## src/design/scfb_pkg.sv

```systemverilog
// ----------------------------------------------------------------------------
// scfb_pkg
// Types, widths and codes shared by the split channel front buffer modules.
// ----------------------------------------------------------------------------
package scfb_pkg;

	localparam int QUEUE_DEPTH_DEF   = 16;
	localparam int PENDING_DEPTH_DEF = 8;

	localparam int ADDR_W     = 32;
	localparam int TYPE_W     = 2;
	localparam int KIND_W     = 3;
	localparam int CAP_W      = 24;
	localparam int CMDB_W     = 13;
	localparam int PAGE_W     = 24;
	localparam int CHW_W      = 11;
	localparam int USED_W     = 25;
	localparam int CYC_W      = 25;
	localparam int DIVN_W     = 26;
	localparam int CFG_IDX_W  = 3;
	localparam int CFG_DATA_W = 24;
	localparam int RES_MAX    = 3;

	localparam logic [TYPE_W-1:0] TT_READ   = 2'd0;
	localparam logic [TYPE_W-1:0] TT_WRITE  = 2'd1;
	localparam logic [TYPE_W-1:0] TT_RETURN = 2'd2;

	localparam logic [KIND_W-1:0] RK_REFUSED  = 3'd0;
	localparam logic [KIND_W-1:0] RK_ACCEPTED = 3'd1;
	localparam logic [KIND_W-1:0] RK_TO_FTL   = 3'd2;
	localparam logic [KIND_W-1:0] RK_TO_HOST  = 3'd3;
	localparam logic [KIND_W-1:0] RK_NONE     = 3'd4;

	localparam logic [CFG_IDX_W-1:0] CFG_MODE     = 3'd0;
	localparam logic [CFG_IDX_W-1:0] CFG_REQ_CAP  = 3'd1;
	localparam logic [CFG_IDX_W-1:0] CFG_RSP_CAP  = 3'd2;
	localparam logic [CFG_IDX_W-1:0] CFG_CMD_BITS = 3'd3;
	localparam logic [CFG_IDX_W-1:0] CFG_PAGE     = 3'd4;
	localparam logic [CFG_IDX_W-1:0] CFG_SH_W     = 3'd5;
	localparam logic [CFG_IDX_W-1:0] CFG_RQ_W     = 3'd6;
	localparam logic [CFG_IDX_W-1:0] CFG_CM_W     = 3'd7;

	typedef struct packed {
		logic                command;
		logic [TYPE_W-1:0]   txn_type;
		logic [ADDR_W-1:0]   address;
		logic                ftl_ready;
	} item_t;

	typedef struct packed {
		logic [KIND_W-1:0]   result_kind;
		logic [ADDR_W-1:0]   out_address;
		logic [TYPE_W-1:0]   out_type;
		logic                last;
	} result_t;

	typedef struct packed {
		logic [1:0]          mode;
		logic [CAP_W-1:0]    req_cap;
		logic [CAP_W-1:0]    rsp_cap;
		logic [CMDB_W-1:0]   cmd_bits;
		logic [PAGE_W-1:0]   page_bits;
		logic [CHW_W-1:0]    sh_w;
		logic [CHW_W-1:0]    rq_w;
		logic [CHW_W-1:0]    cm_w;
	} cfg_t;

	typedef enum logic [1:0] {
		IK_TICK    = 2'd0,
		IK_ADD_REQ = 2'd1,
		IK_ADD_RSP = 2'd2,
		IK_ADD_BAD = 2'd3
	} item_kind_t;

	typedef struct packed {
		item_kind_t          kind;
		logic [TYPE_W-1:0]   txn_type;
		logic [ADDR_W-1:0]   address;
		logic                ftl_ready;
	} work_t;

	typedef struct packed {
		logic                start;
		logic [CYC_W-1:0]    num;
		logic [CHW_W-1:0]    den;
	} div_req_t;

	typedef struct packed {
		logic                done;
		logic [CYC_W-1:0]    quo;
	} div_rsp_t;

endpackage

```

## src/design/scfb_front.sv

```systemverilog
// ----------------------------------------------------------------------------
// scfb_front
// Accepts input words, classifies them and queues them for the back end.
// ----------------------------------------------------------------------------
module scfb_front (
	input  logic              clk,
	input  logic              arst_n,
	input  logic              item_valid,
	output logic              item_ready,
	input  scfb_pkg::item_t   item,
	output logic              work_valid,
	input  logic              work_ready,
	output scfb_pkg::work_t   work
);

	scfb_pkg::work_t fifo_q [2];
	logic            wr_q;
	logic            rd_q;
	logic [1:0]      cnt_q;
	logic            push;
	logic            pop;
	scfb_pkg::work_t cls;

	assign item_ready = (cnt_q != 2'd2);
	assign work_valid = (cnt_q != 2'd0);
	assign work       = fifo_q[rd_q];
	assign push       = item_valid && item_ready;
	assign pop        = work_valid && work_ready;

	always_comb begin
		cls.txn_type  = item.txn_type;
		cls.address   = item.address;
		cls.ftl_ready = item.ftl_ready;
		if (!item.command) begin
			cls.kind = scfb_pkg::IK_TICK;
		end else if (item.txn_type == scfb_pkg::TT_READ || item.txn_type == scfb_pkg::TT_WRITE) begin
			cls.kind = scfb_pkg::IK_ADD_REQ;
		end else if (item.txn_type == scfb_pkg::TT_RETURN) begin
			cls.kind = scfb_pkg::IK_ADD_RSP;
		end else begin
			cls.kind = scfb_pkg::IK_ADD_BAD;
		end
	end

	always_ff @(posedge clk or negedge arst_n) begin
		if (!arst_n) begin
			wr_q  <= 1'b0;
			rd_q  <= 1'b0;
			cnt_q <= 2'd0;
		end else begin
			if (push) begin
				fifo_q[wr_q] <= cls;
				wr_q         <= ~wr_q;
			end
			if (pop) begin
				rd_q <= ~rd_q;
			end
			if (push && !pop) begin
				cnt_q <= cnt_q + 2'd1;
			end else if (pop && !push) begin
				cnt_q <= cnt_q - 2'd1;
			end
		end
	end

endmodule

```

## src/design/scfb_div.sv

```systemverilog
// ----------------------------------------------------------------------------
// scfb_div
// Bit-serial ceiling divider for channel transfer cycle counts.
// ----------------------------------------------------------------------------
module scfb_div (
	input  logic                clk,
	input  logic                arst_n,
	input  scfb_pkg::div_req_t  req,
	output scfb_pkg::div_rsp_t  rsp
);

	localparam int CNT_W = $clog2(scfb_pkg::DIVN_W);

	logic                          busy_q;
	logic                          done_q;
	logic [CNT_W-1:0]              cnt_q;
	logic [scfb_pkg::CHW_W-1:0]    rem_q;
	logic [scfb_pkg::CHW_W-1:0]    den_q;
	logic [scfb_pkg::DIVN_W-1:0]   dvd_q;
	logic [scfb_pkg::CHW_W-1:0]    d_eff;
	logic [scfb_pkg::CHW_W:0]      t;
	logic [scfb_pkg::CHW_W:0]      sub;
	logic                          ge;

	assign d_eff = (req.den == '0) ? scfb_pkg::CHW_W'(1) : req.den;
	assign t     = {rem_q, dvd_q[scfb_pkg::DIVN_W-1]};
	assign sub   = t - {1'b0, den_q};
	assign ge    = (t >= {1'b0, den_q});

	assign rsp.done = done_q;
	assign rsp.quo  = dvd_q[scfb_pkg::CYC_W-1:0];

	always_ff @(posedge clk or negedge arst_n) begin
		if (!arst_n) begin
			busy_q <= 1'b0;
			done_q <= 1'b0;
			cnt_q  <= '0;
		end else begin
			done_q <= 1'b0;
			if (req.start) begin
				busy_q <= 1'b1;
				cnt_q  <= '0;
				rem_q  <= '0;
				den_q  <= d_eff;
				dvd_q  <= scfb_pkg::DIVN_W'(req.num) + scfb_pkg::DIVN_W'(d_eff)
					- scfb_pkg::DIVN_W'(1);
			end else if (busy_q) begin
				rem_q <= ge ? sub[scfb_pkg::CHW_W-1:0] : t[scfb_pkg::CHW_W-1:0];
				dvd_q <= {dvd_q[scfb_pkg::DIVN_W-2:0], ge};
				cnt_q <= cnt_q + 1'b1;
				if (cnt_q == CNT_W'(scfb_pkg::DIVN_W - 1)) begin
					busy_q <= 1'b0;
					done_q <= 1'b1;
				end
			end
		end
	end

endmodule

```

## src/design/scfb_back.sv

```systemverilog
// ----------------------------------------------------------------------------
// scfb_back
// Admission, queues, channel sequencing, pending-list join and result drain.
// ----------------------------------------------------------------------------
module scfb_back #(
	parameter int QUEUE_DEPTH   = scfb_pkg::QUEUE_DEPTH_DEF,
	parameter int PENDING_DEPTH = scfb_pkg::PENDING_DEPTH_DEF
) (
	input  logic                clk,
	input  logic                arst_n,
	input  scfb_pkg::cfg_t      cfg,
	input  logic                work_valid,
	output logic                work_ready,
	input  scfb_pkg::work_t     work,
	output logic                result_valid,
	input  logic                result_ready,
	output scfb_pkg::result_t   result,
	output scfb_pkg::div_req_t  div_req,
	input  scfb_pkg::div_rsp_t  div_rsp
);

	localparam int QIW = $clog2(QUEUE_DEPTH);
	localparam int QCW = $clog2(QUEUE_DEPTH + 1);
	localparam int PIW = (PENDING_DEPTH > 1) ? $clog2(PENDING_DEPTH) : 1;
	localparam int PCW = $clog2(PENDING_DEPTH + 1);
	localparam int AW  = scfb_pkg::ADDR_W;
	localparam int UW  = scfb_pkg::USED_W;
	localparam int CW  = scfb_pkg::CYC_W;
	localparam int TW  = scfb_pkg::TYPE_W;
	localparam logic [QCW-1:0] Q_FULL = QCW'(QUEUE_DEPTH);
	localparam logic [PCW-1:0] P_FULL = PCW'(PENDING_DEPTH);

	typedef enum logic [9:0] {
		ST_IDLE  = 10'b0000000001,
		ST_ADD   = 10'b0000000010,
		ST_CHSEL = 10'b0000000100,
		ST_ADV   = 10'b0000001000,
		ST_DIVW  = 10'b0000010000,
		ST_FIN   = 10'b0000100000,
		ST_JOIN  = 10'b0001000000,
		ST_END   = 10'b0010000000,
		ST_DRAIN = 10'b0100000000,
		ST_SPARE = 10'b1000000000
	} st_t;

	typedef struct packed {
		logic [scfb_pkg::KIND_W-1:0] kind;
		logic [AW-1:0]               addr;
		logic [TW-1:0]               ttype;
	} res_t;

	st_t               st_q;
	scfb_pkg::work_t   item_q;
	logic [1:0]        ch_q;

	// queues
	logic [AW:0]       rq_mem [QUEUE_DEPTH];
	logic [AW-1:0]     rs_mem [QUEUE_DEPTH];
	logic [AW:0]       cq_mem [QUEUE_DEPTH];
	logic [AW:0]       rq_rd_q;
	logic [AW-1:0]     rs_rd_q;
	logic [AW:0]       cq_rd_q;
	logic [QIW-1:0]    rq_head_q, rs_head_q, cq_head_q;
	logic [QCW-1:0]    rq_cnt_q, rs_cnt_q, cq_cnt_q;
	logic              rq_we, rs_we, cq_we;

	logic [UW-1:0]     req_used_q, rsp_used_q;

	// channels
	logic              ch_v_q [3];
	logic [TW-1:0]     ch_t_q [3];
	logic [AW-1:0]     ch_a_q [3];
	logic [CW-1:0]     left_q [3];

	// pending lists
	logic [AW-1:0]          pd_list_q [PENDING_DEPTH];
	logic [AW-1:0]          pc_list_q [PENDING_DEPTH];
	logic [PCW-1:0]         pd_cnt_q, pc_cnt_q;
	logic [PENDING_DEPTH-1:0] pd_hit, pc_hit, pd_hit_q, pc_hit_q;

	// results
	res_t              res_q [scfb_pkg::RES_MAX];
	logic [1:0]        res_n_q;
	logic [1:0]        drain_q;
	logic              out_v_q;
	scfb_pkg::result_t out_q;

	logic              cmd_on, req_on, ftl;
	logic [UW-1:0]     cost, dq_cost;
	logic              req_ok, rsp_ok, adm;
	logic              ch_en, pop_rs, pop_rq, pop_cq;
	logic [TW-1:0]     cur_t;
	logic [AW-1:0]     cur_a;
	logic [CW-1:0]     cur_left;
	logic              slot_free;
	logic              last_ch;

	function automatic logic [QIW-1:0] q_tail(logic [QIW-1:0] head, logic [QCW-1:0] cnt);
		logic [QCW:0] s;
		s = (QCW+1)'(head) + (QCW+1)'(cnt);
		if (s >= (QCW+1)'(QUEUE_DEPTH)) begin
			s = s - (QCW+1)'(QUEUE_DEPTH);
		end
		return s[QIW-1:0];
	endfunction

	function automatic logic [QIW-1:0] q_next(logic [QIW-1:0] head);
		return (head == QIW'(QUEUE_DEPTH - 1)) ? '0 : head + 1'b1;
	endfunction

	function automatic logic [UW-1:0] sat_sub(logic [UW-1:0] a, logic [UW-1:0] b);
		return (a > b) ? a - b : '0;
	endfunction

	function automatic logic [PIW-1:0] first_hit(logic [PENDING_DEPTH-1:0] h);
		logic [PIW-1:0] idx;
		idx = '0;
		for (int i = PENDING_DEPTH - 1; i >= 0; i--) begin
			if (h[i]) begin
				idx = PIW'(i);
			end
		end
		return idx;
	endfunction

	assign cmd_on = cfg.mode[1];
	assign req_on = cfg.mode[0];
	assign ftl    = item_q.ftl_ready;

	// admission
	always_comb begin
		cost   = UW'(cfg.cmd_bits)
			+ ((item_q.txn_type == scfb_pkg::TT_WRITE) ? UW'(cfg.page_bits) : '0);
		req_ok = (rq_cnt_q < Q_FULL) && (!cmd_on || cq_cnt_q < Q_FULL)
			&& ({1'b0, req_used_q} + {1'b0, cost} <= (UW+1)'(cfg.req_cap));
		rsp_ok = (rs_cnt_q < Q_FULL)
			&& ({1'b0, rsp_used_q} + (UW+1)'(cfg.page_bits) <= (UW+1)'(cfg.rsp_cap));
		adm    = (item_q.kind == scfb_pkg::IK_ADD_REQ && req_ok)
			|| (item_q.kind == scfb_pkg::IK_ADD_RSP && rsp_ok);
		dq_cost = cmd_on ? UW'(cfg.page_bits) : UW'(cfg.page_bits) + UW'(cfg.cmd_bits);
	end

	assign rq_we = (st_q == ST_ADD) && (item_q.kind == scfb_pkg::IK_ADD_REQ) && req_ok;
	assign cq_we = rq_we && cmd_on;
	assign rs_we = (st_q == ST_ADD) && (item_q.kind == scfb_pkg::IK_ADD_RSP) && rsp_ok;

	// channel selection
	assign cur_t    = ch_t_q[ch_q];
	assign cur_a    = ch_a_q[ch_q];
	assign cur_left = left_q[ch_q];
	assign last_ch  = (ch_q == 2'd2);

	always_comb begin
		ch_en  = (ch_q == 2'd0) || (ch_q == 2'd1 && req_on) || (ch_q == 2'd2 && cmd_on);
		pop_rs = (ch_q == 2'd0) && !ch_v_q[0] && (rs_cnt_q != '0);
		pop_rq = ((ch_q == 2'd0) && !ch_v_q[0] && (rs_cnt_q == '0) && !req_on
			&& (rq_cnt_q != '0)) || ((ch_q == 2'd1) && !ch_v_q[1] && (rq_cnt_q != '0));
		pop_cq = (ch_q == 2'd2) && !ch_v_q[2] && (cq_cnt_q != '0);
	end

	// cycle count request
	always_comb begin
		div_req.start = (st_q == ST_ADV) && (cur_left == '0);
		unique case (ch_q)
			2'd0:    div_req.den = cfg.sh_w;
			2'd1:    div_req.den = cfg.rq_w;
			default: div_req.den = cfg.cm_w;
		endcase
		if (ch_q == 2'd2) begin
			div_req.num = CW'(cfg.cmd_bits);
		end else if (cur_t == scfb_pkg::TT_READ) begin
			div_req.num = cmd_on ? CW'(1) : CW'(cfg.cmd_bits);
		end else if (cur_t == scfb_pkg::TT_WRITE) begin
			div_req.num = cmd_on ? CW'(cfg.page_bits) : CW'(cfg.page_bits) + CW'(cfg.cmd_bits);
		end else begin
			div_req.num = CW'(cfg.page_bits);
		end
	end

	// address match against both lists
	always_comb begin
		for (int i = 0; i < PENDING_DEPTH; i++) begin
			pd_hit[i] = (PCW'(i) < pd_cnt_q) && (pd_list_q[i] == cur_a);
			pc_hit[i] = (PCW'(i) < pc_cnt_q) && (pc_list_q[i] == cur_a);
		end
	end

	assign work_ready   = (st_q == ST_IDLE);
	assign slot_free    = !out_v_q || result_ready;
	assign result_valid = out_v_q;
	assign result       = out_q;

	// queue storage
	always_ff @(posedge clk) begin
		if (rq_we) begin
			rq_mem[q_tail(rq_head_q, rq_cnt_q)] <= {item_q.txn_type[0], item_q.address};
		end
		rq_rd_q <= rq_mem[rq_head_q];
	end

	always_ff @(posedge clk) begin
		if (rs_we) begin
			rs_mem[q_tail(rs_head_q, rs_cnt_q)] <= item_q.address;
		end
		rs_rd_q <= rs_mem[rs_head_q];
	end

	always_ff @(posedge clk) begin
		if (cq_we) begin
			cq_mem[q_tail(cq_head_q, cq_cnt_q)] <= {item_q.txn_type[0], item_q.address};
		end
		cq_rd_q <= cq_mem[cq_head_q];
	end

	always_ff @(posedge clk or negedge arst_n) begin
		if (!arst_n) begin
			st_q       <= ST_IDLE;
			ch_q       <= 2'd0;
			rq_head_q  <= '0;
			rs_head_q  <= '0;
			cq_head_q  <= '0;
			rq_cnt_q   <= '0;
			rs_cnt_q   <= '0;
			cq_cnt_q   <= '0;
			req_used_q <= '0;
			rsp_used_q <= '0;
			pd_cnt_q   <= '0;
			pc_cnt_q   <= '0;
			res_n_q    <= 2'd0;
			drain_q    <= 2'd0;
			out_v_q    <= 1'b0;
			for (int c = 0; c < 3; c++) begin
				ch_v_q[c] <= 1'b0;
				left_q[c] <= '0;
			end
		end else begin
			if (st_q == ST_DRAIN && slot_free) begin
				out_v_q <= 1'b1;
			end else if (result_ready) begin
				out_v_q <= 1'b0;
			end
			unique case (st_q)
				ST_IDLE: begin
					if (work_valid) begin
						item_q  <= work;
						res_n_q <= 2'd0;
						ch_q    <= 2'd0;
						st_q    <= (work.kind == scfb_pkg::IK_TICK) ? ST_CHSEL : ST_ADD;
					end
				end
				ST_ADD: begin
					res_q[0] <= '{kind: adm ? scfb_pkg::RK_ACCEPTED : scfb_pkg::RK_REFUSED,
						addr: item_q.address, ttype: item_q.txn_type};
					res_n_q  <= 2'd1;
					drain_q  <= 2'd0;
					if (rq_we) begin
						rq_cnt_q   <= rq_cnt_q + 1'b1;
						req_used_q <= req_used_q + cost;
					end
					if (cq_we) begin
						cq_cnt_q <= cq_cnt_q + 1'b1;
					end
					if (rs_we) begin
						rs_cnt_q   <= rs_cnt_q + 1'b1;
						rsp_used_q <= rsp_used_q + UW'(cfg.page_bits);
					end
					st_q <= ST_DRAIN;
				end
				ST_CHSEL: begin
					if (ch_en && ch_v_q[ch_q]) begin
						st_q <= ST_ADV;
					end else if (ch_en && pop_rs) begin
						ch_v_q[0]  <= 1'b1;
						ch_t_q[0]  <= scfb_pkg::TT_RETURN;
						ch_a_q[0]  <= rs_rd_q;
						rs_head_q  <= q_next(rs_head_q);
						rs_cnt_q   <= rs_cnt_q - 1'b1;
						rsp_used_q <= sat_sub(rsp_used_q, UW'(cfg.page_bits));
						st_q       <= ST_ADV;
					end else if (ch_en && pop_rq) begin
						ch_v_q[ch_q] <= 1'b1;
						ch_t_q[ch_q] <= {1'b0, rq_rd_q[AW]};
						ch_a_q[ch_q] <= rq_rd_q[AW-1:0];
						rq_head_q    <= q_next(rq_head_q);
						rq_cnt_q     <= rq_cnt_q - 1'b1;
						req_used_q   <= sat_sub(req_used_q, dq_cost);
						st_q         <= ST_ADV;
					end else if (ch_en && pop_cq) begin
						ch_v_q[2]  <= 1'b1;
						ch_t_q[2]  <= {1'b0, cq_rd_q[AW]};
						ch_a_q[2]  <= cq_rd_q[AW-1:0];
						cq_head_q  <= q_next(cq_head_q);
						cq_cnt_q   <= cq_cnt_q - 1'b1;
						req_used_q <= sat_sub(req_used_q, UW'(cfg.cmd_bits));
						st_q       <= ST_ADV;
					end else begin
						if (!last_ch) ch_q <= ch_q + 2'd1;
						st_q <= last_ch ? ST_END : ST_CHSEL;
					end
				end
				ST_ADV: begin
					if (cur_left == '0) begin
						st_q <= ST_DIVW;
					end else begin
						left_q[ch_q] <= cur_left - 1'b1;
						if (cur_left == CW'(1)) begin
							st_q <= ST_FIN;
						end else begin
							if (!last_ch) ch_q <= ch_q + 2'd1;
							st_q <= last_ch ? ST_END : ST_CHSEL;
						end
					end
				end
				ST_DIVW: begin
					if (div_rsp.done) begin
						if (div_rsp.quo == '0) begin
							st_q <= ST_FIN;
						end else begin
							left_q[ch_q] <= div_rsp.quo - 1'b1;
							if (div_rsp.quo == CW'(1)) begin
								st_q <= ST_FIN;
							end else begin
								if (!last_ch) ch_q <= ch_q + 2'd1;
								st_q <= last_ch ? ST_END : ST_CHSEL;
							end
						end
					end
				end
				ST_FIN: begin
					pd_hit_q <= pd_hit;
					pc_hit_q <= pc_hit;
					st_q     <= ST_JOIN;
				end
				ST_JOIN: begin
					if (ch_q == 2'd2) begin
						if (|pc_hit_q) begin
							if (ftl) begin
								res_q[res_n_q] <= '{kind: scfb_pkg::RK_TO_FTL, addr: cur_a,
									ttype: cur_t};
								res_n_q   <= res_n_q + 2'd1;
								ch_v_q[2] <= 1'b0;
								for (int i = 0; i < PENDING_DEPTH - 1; i++) begin
									if (PIW'(i) >= first_hit(pc_hit_q)) begin
										pc_list_q[i] <= pc_list_q[i+1];
									end
								end
								pc_cnt_q <= pc_cnt_q - 1'b1;
							end
						end else if (pd_cnt_q < P_FULL) begin
							pd_list_q[pd_cnt_q[PIW-1:0]] <= cur_a;
							pd_cnt_q  <= pd_cnt_q + 1'b1;
							ch_v_q[2] <= 1'b0;
						end
					end else if (ch_q == 2'd0 && cur_t == scfb_pkg::TT_RETURN) begin
						res_q[res_n_q] <= '{kind: scfb_pkg::RK_TO_HOST, addr: cur_a,
							ttype: scfb_pkg::TT_RETURN};
						res_n_q   <= res_n_q + 2'd1;
						ch_v_q[0] <= 1'b0;
					end else if (cmd_on) begin
						if (|pd_hit_q) begin
							if (ftl) begin
								res_q[res_n_q] <= '{kind: scfb_pkg::RK_TO_FTL, addr: cur_a,
									ttype: cur_t};
								res_n_q      <= res_n_q + 2'd1;
								ch_v_q[ch_q] <= 1'b0;
								for (int i = 0; i < PENDING_DEPTH - 1; i++) begin
									if (PIW'(i) >= first_hit(pd_hit_q)) begin
										pd_list_q[i] <= pd_list_q[i+1];
									end
								end
								pd_cnt_q <= pd_cnt_q - 1'b1;
							end
						end else if (pc_cnt_q < P_FULL) begin
							pc_list_q[pc_cnt_q[PIW-1:0]] <= cur_a;
							pc_cnt_q     <= pc_cnt_q + 1'b1;
							ch_v_q[ch_q] <= 1'b0;
						end
					end else if (ftl) begin
						res_q[res_n_q] <= '{kind: scfb_pkg::RK_TO_FTL, addr: cur_a, ttype: cur_t};
						res_n_q      <= res_n_q + 2'd1;
						ch_v_q[ch_q] <= 1'b0;
					end
					if (!last_ch) ch_q <= ch_q + 2'd1;
					st_q <= last_ch ? ST_END : ST_CHSEL;
				end
				ST_END: begin
					if (res_n_q == 2'd0) begin
						res_q[0] <= '{kind: scfb_pkg::RK_NONE, addr: '0, ttype: '0};
						res_n_q  <= 2'd1;
					end
					drain_q <= 2'd0;
					st_q    <= ST_DRAIN;
				end
				ST_DRAIN: begin
					if (slot_free) begin
						out_q.result_kind <= res_q[drain_q].kind;
						out_q.out_address <= res_q[drain_q].addr;
						out_q.out_type    <= res_q[drain_q].ttype;
						out_q.last        <= (drain_q == res_n_q - 2'd1);
						if (drain_q == res_n_q - 2'd1) begin
							st_q <= ST_IDLE;
						end else begin
							drain_q <= drain_q + 2'd1;
						end
					end
				end
				default: begin
					st_q <= ST_IDLE;
				end
			endcase
		end
	end

	// occupancy never exceeds the storage
	assert property (@(posedge clk) disable iff (!arst_n)
		rq_cnt_q <= Q_FULL && rs_cnt_q <= Q_FULL && cq_cnt_q <= Q_FULL)
		else $error("queue count above depth");

	assert property (@(posedge clk) disable iff (!arst_n)
		pd_cnt_q <= P_FULL && pc_cnt_q <= P_FULL)
		else $error("pending list count above depth");

	// a drain always has at least one word to send
	assert property (@(posedge clk) disable iff (!arst_n)
		(st_q == ST_DRAIN) |-> (res_n_q != 2'd0 && drain_q < res_n_q))
		else $error("drain with no result");

	// divider answers only while the sequencer waits for it
	assert property (@(posedge clk) disable iff (!arst_n)
		div_rsp.done |-> (st_q == ST_DIVW))
		else $error("unexpected divider done");

endmodule

```

## src/design/split_channel_front_buffer_core.sv

```systemverilog
// ----------------------------------------------------------------------------
// split_channel_front_buffer_core
// Front buffer of a memory module: admission, channel timing and joining.
// ----------------------------------------------------------------------------
// sequence: an add word goes through ST_ADD and ST_DRAIN to its registered result
// a tick visits each channel in ST_CHSEL and ST_ADV, waits in ST_DIVW for the
// divider when a channel starts a transfer and passes ST_FIN and ST_JOIN when
// one finishes; ST_DRAIN then sends a result word per cycle while not stalled
// throughput: one word at a time in the back end, words queue two deep in front
// reset: asynchronous, clears queues, budgets, channels and pending lists
// ----------------------------------------------------------------------------
module split_channel_front_buffer_core #(
	parameter int QUEUE_DEPTH   = scfb_pkg::QUEUE_DEPTH_DEF,
	parameter int PENDING_DEPTH = scfb_pkg::PENDING_DEPTH_DEF
) (
	input  logic                               clk,
	input  logic                               arst_n,
	input  logic                               item_valid,
	output logic                               item_ready,
	input  scfb_pkg::item_t                    item,
	output logic                               result_valid,
	input  logic                               result_ready,
	output scfb_pkg::result_t                  result,
	input  logic                               cfg_valid,
	output logic                               cfg_ready,
	input  logic [scfb_pkg::CFG_IDX_W-1:0]     cfg_index,
	input  logic [scfb_pkg::CFG_DATA_W-1:0]    cfg_data
);

	scfb_pkg::cfg_t     cfg_q;
	scfb_pkg::work_t    work;
	logic               work_valid;
	logic               work_ready;
	scfb_pkg::div_req_t div_req;
	scfb_pkg::div_rsp_t div_rsp;

	assign cfg_ready = 1'b1;

	always_ff @(posedge clk or negedge arst_n) begin
		if (!arst_n) begin
			cfg_q.mode      <= 2'd0;
			cfg_q.req_cap   <= 24'd1048576;
			cfg_q.rsp_cap   <= 24'd1048576;
			cfg_q.cmd_bits  <= 13'd64;
			cfg_q.page_bits <= 24'd32768;
			cfg_q.sh_w      <= 11'd64;
			cfg_q.rq_w      <= 11'd64;
			cfg_q.cm_w      <= 11'd16;
		end else if (cfg_valid) begin
			unique case (cfg_index)
				scfb_pkg::CFG_MODE:     cfg_q.mode      <= cfg_data[1:0];
				scfb_pkg::CFG_REQ_CAP:  cfg_q.req_cap   <= cfg_data;
				scfb_pkg::CFG_RSP_CAP:  cfg_q.rsp_cap   <= cfg_data;
				scfb_pkg::CFG_CMD_BITS: cfg_q.cmd_bits  <= cfg_data[scfb_pkg::CMDB_W-1:0];
				scfb_pkg::CFG_PAGE:     cfg_q.page_bits <= cfg_data;
				scfb_pkg::CFG_SH_W:     cfg_q.sh_w      <= cfg_data[scfb_pkg::CHW_W-1:0];
				scfb_pkg::CFG_RQ_W:     cfg_q.rq_w      <= cfg_data[scfb_pkg::CHW_W-1:0];
				scfb_pkg::CFG_CM_W:     cfg_q.cm_w      <= cfg_data[scfb_pkg::CHW_W-1:0];
				default:                cfg_q.mode      <= cfg_q.mode;
			endcase
		end
	end

	scfb_front u_front (
		.clk        (clk),
		.arst_n     (arst_n),
		.item_valid (item_valid),
		.item_ready (item_ready),
		.item       (item),
		.work_valid (work_valid),
		.work_ready (work_ready),
		.work       (work)
	);

	scfb_div u_div (
		.clk    (clk),
		.arst_n (arst_n),
		.req    (div_req),
		.rsp    (div_rsp)
	);

	scfb_back #(
		.QUEUE_DEPTH   (QUEUE_DEPTH),
		.PENDING_DEPTH (PENDING_DEPTH)
	) u_back (
		.clk          (clk),
		.arst_n       (arst_n),
		.cfg          (cfg_q),
		.work_valid   (work_valid),
		.work_ready   (work_ready),
		.work         (work),
		.result_valid (result_valid),
		.result_ready (result_ready),
		.result       (result),
		.div_req      (div_req),
		.div_rsp      (div_rsp)
	);

endmodule

```

## config.mk

```make
export PLATFORM = sky130hd
export DESIGN_NAME = split_channel_front_buffer_core
export DESIGN_NICKNAME = d
export VERILOG_FILES = /design/src/design/scfb_pkg.sv /design/src/design/scfb_front.sv /design/src/design/scfb_div.sv /design/src/design/scfb_back.sv /design/src/design/split_channel_front_buffer_core.sv
export SDC_FILE = /design/constraint.sdc
export NUM_CORES = 2
export LEC_CHECK = 0
export ABC_AREA = 1
export BUFFER_PORTS_ARGS = -buffer_cell sky130_fd_sc_hd__buf_4
export CAP_MARGIN = 20
export CORE_ASPECT_RATIO = 1.1
export CORE_UTILIZATION = 35
export DETAILED_ROUTE_END_ITERATION = 8
export SKIP_CTS_REPAIR_TIMING = 1
export SLEW_MARGIN = 40
export SYNTH_ARGS = -nofsm -noshare
export SYNTH_HDL_FRONTEND = slang
export SYNTH_HIERARCHICAL = 1
export SYNTH_SLANG_ARGS = --single-unit
```

## constraint.sdc

```tcl
create_clock -name clk -period 9.9 [get_ports clk]
set_input_delay 2.97 -clock clk [delete_from_list [all_inputs] [get_ports clk]]
set_output_delay 2.97 -clock clk [all_outputs]
set_load 0.03 [all_outputs]
```

==> metrics.txt <==
status=complete, no violations; data required time of the worst path=roughly 10 ns; largest net degree at the start of global routing=177; WL/cell=between 20 and 25 um; Worst slew margin=36.27%; Worst Path Max Fanout=17; Clock Sink Count=2,914; minimum clock period=9.004 ns; worst-skew pair later-pin latency=0.94 ns; io pins=approximately 110; CTS Buffer Depth=4; yosys warns=6; Starting Density=roughly a third; clk slew on worst S/H paths=0.07 ns; initial antenna violation count=15; RSZ-0062 raised after global routing=no; grt ovf=0; final setup fails=0; Pre-antenna DRT Iters=6; start point of the critical path=u_back/item_q[34]$_DFFE_PP_; Worst IR Drop VDD=roughly 190 uV; layout cells sized above 1=8.346%; most frequent cells in the layout=2,755 x nand2_1, 2,506 x edfxtp_1, 1,321 x o21ai_0; Vias/cell=5.335; Clock power frac=between 20% and 30%; r2r startpoint=u_back/item_q[34]$_DFFE_PP_; Syn Area/Cell=10.34 um^2; Logic pwr share=approximately a third; Setup crit start kind=flip-flop; Internal=0.02503 W; switching power=approximately 0.015 W; nets@finish=13,550; Die X-Extent=between 500 and 600 um; CTS tree=done; met2 usage=around 36%; Core ar.=between 0.3 and 0.4 mm^2; Final Hold Viols=0; final core occ=39.62%; switching part of the total power=37.73%; gr busiest metal=met2; routed vias=between 90,000 and 100k; drt initial violations=10,790; Power Total=approximately 0.04 W; commonest non-fill, non-tap cell in the layout=nand2_1; Worst-Margin Slew=0.9560 ns; grt met3 use=roughly 3.0%; Leak=around 60 nW; crit share post-route=around nine tenths; Die ar.=0.3920 mm^2; Max-Cap Viols=0; DRC viols=0; H-tree lvl count=5; PD cells=between 200 and 300 mW/mm^2; Cell Area, Synth=0.1363 mm^2; PortBufs=approximately 110; Synth Instances=13,190; top-area cell type share of the netlist area=a little under three fifths; max incr delay on CP=about 0.7 ns; Synth-to-Final Area Change=12.76%; HP Start=cfg_q[4]$_DFFE_PN1P_; global-route wire length before repair=between 600 and 700 mm; vias in the first global route=about 95,000; met1 usage=about 27%; Distinct cells, synth=~80; Routed Antenna Nets=0; Crit Path Class=flip-flop to flip-flop; maximum clock rate=around 0.11 GHz; std cell rows=240; die height=656.6 um; slowest CP cell=nor2_1; number of enable flip-flop cells after synthesis=2,506; DPL Wire Length=290.1 mm; #FFs+latches synth=2,914; Seq/Total Area, Yosys=slightly above 60%; Root Buffer=clkbuf_16; critical path arrival=approximately 9.6 ns; aggregate global-route resource usage=21.67%; total wire length=437.6 mm; WHS=0.4583 ns; Synth area leader=edfxtp_1; worst min-delay path class=flip-flop to flip-flop; Synth Flop Type=edfxtp_1; Final Wtd Congestion=0.9613; synth top area cells=edfxtp_1 55%, nand2_1 7.6%, dfrtp_1 5.5%, o21ai_0 4.9%, nor2_1 3.6%; final setup skew=between 0.04 and 0.05 ns; sequential share of power=between 30% and 40%; Inserted Clock Buffers=309; fraction of registers with async set/reset=between 10% and 20%; TNS Setup=0 ns; filler cell count=between 30,000 and 40,000; Worst setup EP type=flip-flop; Max Slew Vio Count=0; syn_nets=around 14,000
[critical path, delay by kind of cell (launching register included)]
kind / cells / cell delay [ns]
buffers and inverters: 8 / 1.06
adder cells (fa/ha/maj): 4 / 1.24
AO/OA/AOI/OAI: 10 / 2.27
XOR/XNOR: 2 / 0.37
flip-flops: 1 / 0.39
AND/OR/NAND/NOR: 15 / 3.28
[power by group through the flow]
stage	Combinational [W]	Clock [W]	Sequential [W]
final	0.0133	0.0116	0.0152
after CTS	0.0132	0.0118	0.0152
after global routing	0.0146	0.0122	0.0153
after floorplan	0.00824	0	0.0155
after global placement	0.0130	0	0.0155
after detailed placement	0.0131	0	0.0155
[per-stage QoR]
step / instances / setup WS [ns] / instance area, um^2
2_1_floorplan: 13190 / 0.8939 / 136300
3_3_place_gp: 18060 / 0.9254 / 143200
3_5_place_dp: 18080 / 0.9288 / 143600
4_1_cts: 18640 / 0.8885 / 153600
5_1_grt: 18650 / 0.2333 / 153700
6_report: 18660 / 0.8955 / 153700
[cell families after synthesis]
kind of cell	synth area share (%)
compound gates	11.50
xor+xnor	2.242
fa+ha+maj	2.707
buf+inv	5.273
flops	62.33
mux	0.5048
other cells	0.002751
simple gates	15.43
[cell usage after synthesis, types with 15 or more instances]
cell type,n
o32ai_1,82
a221oi_1,102
xnor2_1,99
dfrtp_1,302
buf_6,15
o21ai_1,32
buf_4,51
a211oi_1,18
o211ai_1,55
o21bai_1,18
buf_2,114
clkbuf_1,473
a31oi_1,21
a22o_1,29
mux2i_1,53
clkinv_1,24
o21ai_0,1330
nand3_1,503
a21oi_1,524
o221ai_1,137
nor4_1,71
nor2_2,16
or2_2,73
nand4_1,138
dfxtp_1,98
nor2_1,1318
xor2_1,250
fa_1,15
nand2_1,2759
a22oi_1,20
o22ai_1,254
inv_1,1058
nor3_1,112
inv_2,22
ha_1,271
nand2_2,25
edfxtp_1,2506
buf_1,28
[routing by layer]
| metal | vias to the layer above | routed length, um |
|---|---|---|
| met4 | 4 | 24450 |
| met2 | 4016 | 208500 |
| met3 | 870 | 31300 |
| met1 | 48580 | 173300 |
| li1 | 46080 | - |
| met5 | - | 28 |
[cell type report]
cell class              count  area (um^2)  area share [%]
flip-flops and latches   2914        85010           55.30
multi-input cells        8488        44800           29.15
clock buffers             408         8524           5.545
well taps                5203         6510           4.235
inverters                1104         4169           2.712
repair buffers            377         3173           2.064
clock inverters           152         1499          0.9751
diodes                     14        35.03         0.02279
[worst paths after layout]
path                                                   to  slack [ns]  cells after the start
min in group asynchronous          cfg_q[116]$_DFFE_PN0P_        1.98                      1
hold reg to reg                      cfg_q[4]$_DFFE_PN1P_        0.46                      2
hold / removal                       cfg_q[4]$_DFFE_PN1P_        0.46                      2
max in group asynchronous   u_back/left_q[34]$_DFFE_PN0P_        6.34                      3
setup / recovery           u_back/rq_mem[2][21]$_DFFE_PP_        0.90                     39
setup reg to reg           u_back/rq_mem[2][21]$_DFFE_PP_        0.90                     39
[state kept, by name, indices dropped and copies added (netlist names), 26 cells and up]
register,cells
u_back/cq_rd_q,33
u_back/rq_rd_q,33
u_back/rs_mem,512
u_back/item_q,36
u_back/result,38
u_back/pc_list_q,256
cfg_q,120
u_back/ch_a_q,96
u_back/rq_mem,528
u_back/pd_list_q,256
u_back/cq_mem,528
u_back/res_q,111
u_front/fifo_q,74
u_back/left_q,75
u_div/dvd_q,26
u_back/rs_rd_q,32
Note: power is estimated with default switching activity, not from simulation.
